[config.mk]
export PLATFORM = sky130hd
export DESIGN_NAME = ame_div
export DESIGN_NICKNAME = d
export VERILOG_FILES = /design/src/sv/ame_pkg.sv /design/src/sv/ame_div.sv
export SDC_FILE = /design/constraint.sdc
export NUM_CORES = 1
export LEC_CHECK = 0
export BUFFER_PORTS_ARGS = -buffer_cell sky130_fd_sc_hd__buf_2
export CORE_ASPECT_RATIO = 1.25
export CORE_MARGIN = 2
export CORE_UTILIZATION = 47
export CTS_CLUSTER_SIZE = 24
export DETAILED_ROUTE_END_ITERATION = 6
export PLACE_DENSITY = 0.63
export SLEW_MARGIN = 20
export SYNTH_ARGS = -nofsm -noshare
export SYNTH_HDL_FRONTEND = slang
export SYNTH_SLANG_ARGS = --single-unit
export TNS_END_PERCENT = 20
[constraint.sdc]
create_clock -name clk -period 11.6 [get_ports clk]
set_clock_uncertainty 0.2 [all_clocks]
set_input_delay 2.32 -clock clk [delete_from_list [all_inputs] [get_ports clk]]
set_output_delay 2.32 -clock clk [all_outputs]
set_load 0.02 [all_outputs]
[src/sv/ame_pkg.sv]
package ame_pkg;

    localparam int ADDR_BITS       = 8;
    localparam int WORD_BITS       = 32;
    localparam int DEPTH           = 1 << ADDR_BITS;
    localparam int KIND_BITS       = 4;
    localparam int FIELD_ADDR_BITS = 8;
    localparam int IMM_BITS        = 32;
    localparam int SHOWN_BITS      = 32;

    typedef logic [WORD_BITS-1:0]       word_t;
    typedef logic [ADDR_BITS-1:0]       addr_t;
    typedef logic [KIND_BITS-1:0]       kind_t;
    typedef logic [FIELD_ADDR_BITS-1:0] field_addr_t;
    typedef logic [IMM_BITS-1:0]        imm_t;
    typedef logic [SHOWN_BITS-1:0]      shown_t;

    localparam kind_t OP_SET = 4'd0;
    localparam kind_t OP_SHW = 4'd1;
    localparam kind_t OP_ADD = 4'd2;
    localparam kind_t OP_LDR = 4'd3;
    localparam kind_t OP_MUL = 4'd4;
    localparam kind_t OP_SUB = 4'd5;
    localparam kind_t OP_DIV = 4'd6;
    localparam kind_t OP_INC = 4'd7;
    localparam kind_t OP_DEC = 4'd8;
    localparam kind_t OP_MOV = 4'd9;
    localparam kind_t OP_STR = 4'd10;

    // Address bits beyond the memory depth are dropped; missing ones are zero.
    function automatic addr_t to_addr(input field_addr_t a);
        addr_t r;
        for (int i = 0; i < ADDR_BITS; i++)
        begin
            r[i] = (i < FIELD_ADDR_BITS) ? a[i] : 1'b0;
        end
        return r;
    endfunction

    // Sign-extend or cut the immediate to the word width.
    function automatic word_t imm_to_word(input imm_t v);
        word_t r;
        for (int i = 0; i < WORD_BITS; i++)
        begin
            r[i] = (i < IMM_BITS) ? v[i] : v[IMM_BITS-1];
        end
        return r;
    endfunction

    // Sign-extend or cut a memory word to the width of the shown value.
    function automatic shown_t word_to_shown(input word_t w);
        shown_t r;
        for (int i = 0; i < SHOWN_BITS; i++)
        begin
            r[i] = (i < WORD_BITS) ? w[i] : w[WORD_BITS-1];
        end
        return r;
    endfunction

endpackage

[src/sv/ame_div.sv]
module ame_div (
    input  logic          clk,
    input  logic          rst_n,
    input  logic          start,
    input  ame_pkg::word_t dividend,
    input  ame_pkg::word_t divisor,
    output logic          done,
    output ame_pkg::word_t quotient
);

    import ame_pkg::*;

    localparam int CNT_BITS = $clog2(WORD_BITS + 1);

    logic                busy_reg;
    logic [CNT_BITS-1:0] cnt_reg;
    logic                neg_reg;
    word_t               dvs_reg;
    word_t               quo_reg;
    word_t               rem_reg;

    logic [WORD_BITS:0]  shifted;
    logic [WORD_BITS:0]  diff;

    // One restoring step per cycle on the magnitudes.
    always_comb
    begin
        shifted = {rem_reg, quo_reg[WORD_BITS-1]};
        diff    = shifted - {1'b0, dvs_reg};
    end

    always_ff @(posedge clk or negedge rst_n)
    begin
        if (!rst_n)
        begin
            busy_reg <= 1'b0;
            cnt_reg  <= '0;
        end
        else if (start)
        begin
            busy_reg <= 1'b1;
            cnt_reg  <= CNT_BITS'(WORD_BITS);
        end
        else if (busy_reg)
        begin
            if (cnt_reg != '0)
            begin
                cnt_reg <= cnt_reg - 1'b1;
            end
            else
            begin
                busy_reg <= 1'b0;
            end
        end
    end

    always_ff @(posedge clk)
    begin
        if (start)
        begin
            neg_reg <= dividend[WORD_BITS-1] ^ divisor[WORD_BITS-1];
            dvs_reg <= divisor[WORD_BITS-1] ? word_t'(-divisor) : divisor;
            quo_reg <= dividend[WORD_BITS-1] ? word_t'(-dividend) : dividend;
            rem_reg <= '0;
        end
        else if (busy_reg && cnt_reg != '0)
        begin
            if (!diff[WORD_BITS])
            begin
                rem_reg <= diff[WORD_BITS-1:0];
                quo_reg <= {quo_reg[WORD_BITS-2:0], 1'b1};
            end
            else
            begin
                rem_reg <= shifted[WORD_BITS-1:0];
                quo_reg <= {quo_reg[WORD_BITS-2:0], 1'b0};
            end
        end
    end

    assign done     = busy_reg && (cnt_reg == '0);
    assign quotient = neg_reg ? word_t'(-quo_reg) : quo_reg;

endmodule

==> flow_summary.yaml <==
timing:
  tns_ns: 0
  finalCritPeriodShare_pct: 52.98
  fmax_ghz: 0.1627
  finalCriticalPeriod_ns: 6.146
  finalHoldViolCount: 0
  grt_setup_unrepaired: "false"
  relSlewSlack_pct: 42.53
  worst_pin_slew_ns: 0.8621
  drv_slew: 0
  setup_viol: 0
clocking:
  post_cts_buffers: 0
  cts_made_buffers: 9
  cts_resized: 0
  cts.hold.buffers_added: 0
  clockBufferDepth: 2
  clk_pin_slew_ns: 0.07
  cts_tree: "built"
  clkLatencyLatePin_ns: 0.36
  clockRootBuffer: "clkbuf_16"
  htree_levels: 3
  clkSinkCount: 104
routing:
  dr_total_vias: 6502
  post-route-drc-count: 0
  post_drt_wl_per_cell_um: 14.23
  drt-total-wl_mm: 16.90
  vias_per_cell: 5.473
  drt_pass1_iterations: 5
  antenna_left: 0
  initialDrtViolationCount: 339
logic_synthesis:
  netlist_top_cells_count: "nand2_1 (107), xnor2_1 (79), a21oi_1 (76)"
  synth.most_common_cell: "nand2_1"
  netlist-cell-type-count: 59
  yosysTopAreaCell: "edfxtp_1"
  synthMuxAreaShare_pct: 0.4080
  synth_top_family_by_area: "compound AO/OA/AOI/OAI gates"
  synth_fp_nets: 999
  yosys.area_share.simple_pct: 17.95
  yosys.area.top_type_share_pct: 25.46
  synthAdderAreaFrac_pct: 6.300
  ys_seq_area_share_pct: 36.10
  synth-main-ff-cell: "edfxtp_1"
  synth_cells: 894
  async_flop_share_pct: 6.731
  syn_area_um2: 7666
  synthXorXnorAreaFrac_pct: 13.60
  synth_seq_cells: 104
  synth_area_leaders: "edfxtp_1 (25%), xnor2_1 (9.0%), dfxtp_1 (8.4%), ha_1 (6.0%), nand2_1 (5.2%)"
  avgSynthCellArea_um2: 8.575
  yosys_warnings: 0
  synth_compound_area_share_pct: 21.14
  synth_edf_count: 65
die:
  rows: 52
  die_h_um: 146.8
  start_util_pct: 47.70
  die_x_um: 118.2
  dieArea_um2: 17360
  pin_count: 100
  coreArea_um2: 16070
layout:
  fillers: 1557
  finalNonFillerCells: 1188
  final_nets: 1072
  insertedDiodeCount: 0
  drive_above_1_share_pct: 14.51
  area_delta_synth_final_pct: 12.58
worst_setup_path:
  cp.required_ns: 9.08
  arrival_ns: 3.63
  critical_path_class: "register to output pin"
  start_kind: "register"
  worst_setup_path_end_kind: "output pin"
  crit_fanout: 4
global_route:
  grt_max_degree: 57
  antenna_found_initial: 0
  grt_usage_pct: 19.93
  grt_overflow: 0
  grt_first_pass_wirelength_mm: 28.77
  grt_pass1_vias: 6160
power:
  ir_worst_vdd_v: 0.00007436
  leakage_nw: 3.484
  powerDensity_nw_per_um2: 178.6
run_status:
  outcome: "complete, no violations"
job:
  maxCapViolCount: 0
place:
  placedCellCount: 1172
  place_congestion: 0.8832
  port_buffers: 99
  post-dp-hpwl_mm: 12.46
hold_path:
  min_path_type: "register to register"
==> critical path, stage by stage (launching register included) <==
cell and delay, ns:
edfxtp_1 0.44, or4_1 0.60, or4_1 0.43, or2_2 0.32, or4_1 0.43, or3_1 0.40
o41ai_1 0.31, xnor2_1 0.16, buf_2 0.18
==> per-stage QoR <==
stage	hold WS, ns	cell area, um^2	utilization (%)	setup slack [ns]	power [mW]
after floorplan	0.2605	7666	-	5.998	1.108
after global placement	0.2793	8341	51.90	5.849	1.247
after detailed placement	0.2809	8341	51.90	5.824	1.253
after CTS	0.2929	8631	53.71	5.440	1.551
after global routing	0.3120	8631	53.71	5.242	1.659
final	0.2911	8631	53.71	5.454	1.541
==> logic make-up (layout without fill, tap and decap cells) <==
family          after synthesis  count (layout)
compound gates              262             262
xor+xnor                    119             119
fa+ha+maj                    38              38
buf+inv                      91             169
flops                       104             104
mux                           3               3
simple gates                277             277
==> cell type report <==
type	instances	area (um^2)	share of cell area, %
Timing Repair Buffer	105	543.0	6.292
Clock buffer	10	239.0	2.769
Clock inverter	6	51.30	0.5944
Multi-Input combinational cell	699	4579	53.06
Inverter	48	180.2	2.088
Sequential cell	104	2768	32.07
Tap cell	216	270.3	3.131
==> where the power goes <==
group	internal (mW)	leakage (nW)	switching [mW]	total, mW
clock network	0.154	0.140	0.140	0.294
logic	0.273	2.35	0.415	0.689
registers	0.484	0.993	0.0736	0.558
total	0.912	3.48	0.630	1.54
==> layout by cell type, fill, tap and decap left out, types with 3 or more instances in the layout <==
cell | synthesis | routed
and2_1 | 4 | 4
ha_1 | 37 | 37
a21oi_1 | 76 | 75
a31oi_1 | 26 | 26
dfxtp_1 | 32 | 32
a21o_1 | 10 | 10
xor2_1 | 40 | 39
or4_1 | 13 | 13
clkinv_4 | 0 | 3
and3_1 | 8 | 8
buf_4 | 1 | 7
o41ai_1 | 11 | 11
nor2_1 | 59 | 59
xnor2_1 | 79 | 78
inv_1 | 48 | 48
nand3_1 | 14 | 14
o21bai_1 | 3 | 3
or3_1 | 20 | 20
a31o_2 | 3 | 3
edfxtp_1 | 65 | 65
or4_4 | 3 | 3
o211ai_1 | 3 | 3
nand2b_1 | 7 | 7
a311oi_1 | 4 | 4
o21a_1 | 9 | 9
nor4_1 | 7 | 7
nand4_1 | 5 | 5
nor2b_1 | 5 | 5
clkbuf_16 | 0 | 9
nand3b_1 | 4 | 4
dfrtp_1 | 7 | 7
nor3_1 | 7 | 7
nand2_1 | 107 | 107
buf_2 | 0 | 98
o21ai_0 | 73 | 73
o31ai_1 | 24 | 24
a211oi_1 | 4 | 4
or2_2 | 4 | 4
==> metal layers <==
metal	wire length (um)	up-vias	track usage, %
li1	-	3376	-
met1	8051	2978	26.17
met2	8029	131	34.25
met3	559	17	2.407
met4	260	0	6.265
met5	0	-	0
==> path summary, 6_finish.rpt <==
kind                                  start            to  slack, ns  cells past startpoint
max in group asynchronous             rst_n    cnt_reg[3]       9.47                      1
worst min-delay path            rem_reg[24]   rem_reg[25]       0.29                      2
worst max-delay path            quo_reg[16]  quotient[29]       5.45                      8
min in group asynchronous             rst_n      busy_reg       1.58                      1
worst max register to register  quo_reg[31]    rem_reg[5]       7.69                     13
worst min register to register  rem_reg[24]   rem_reg[25]       0.29                      2
(Power assumes the default switching activity.)
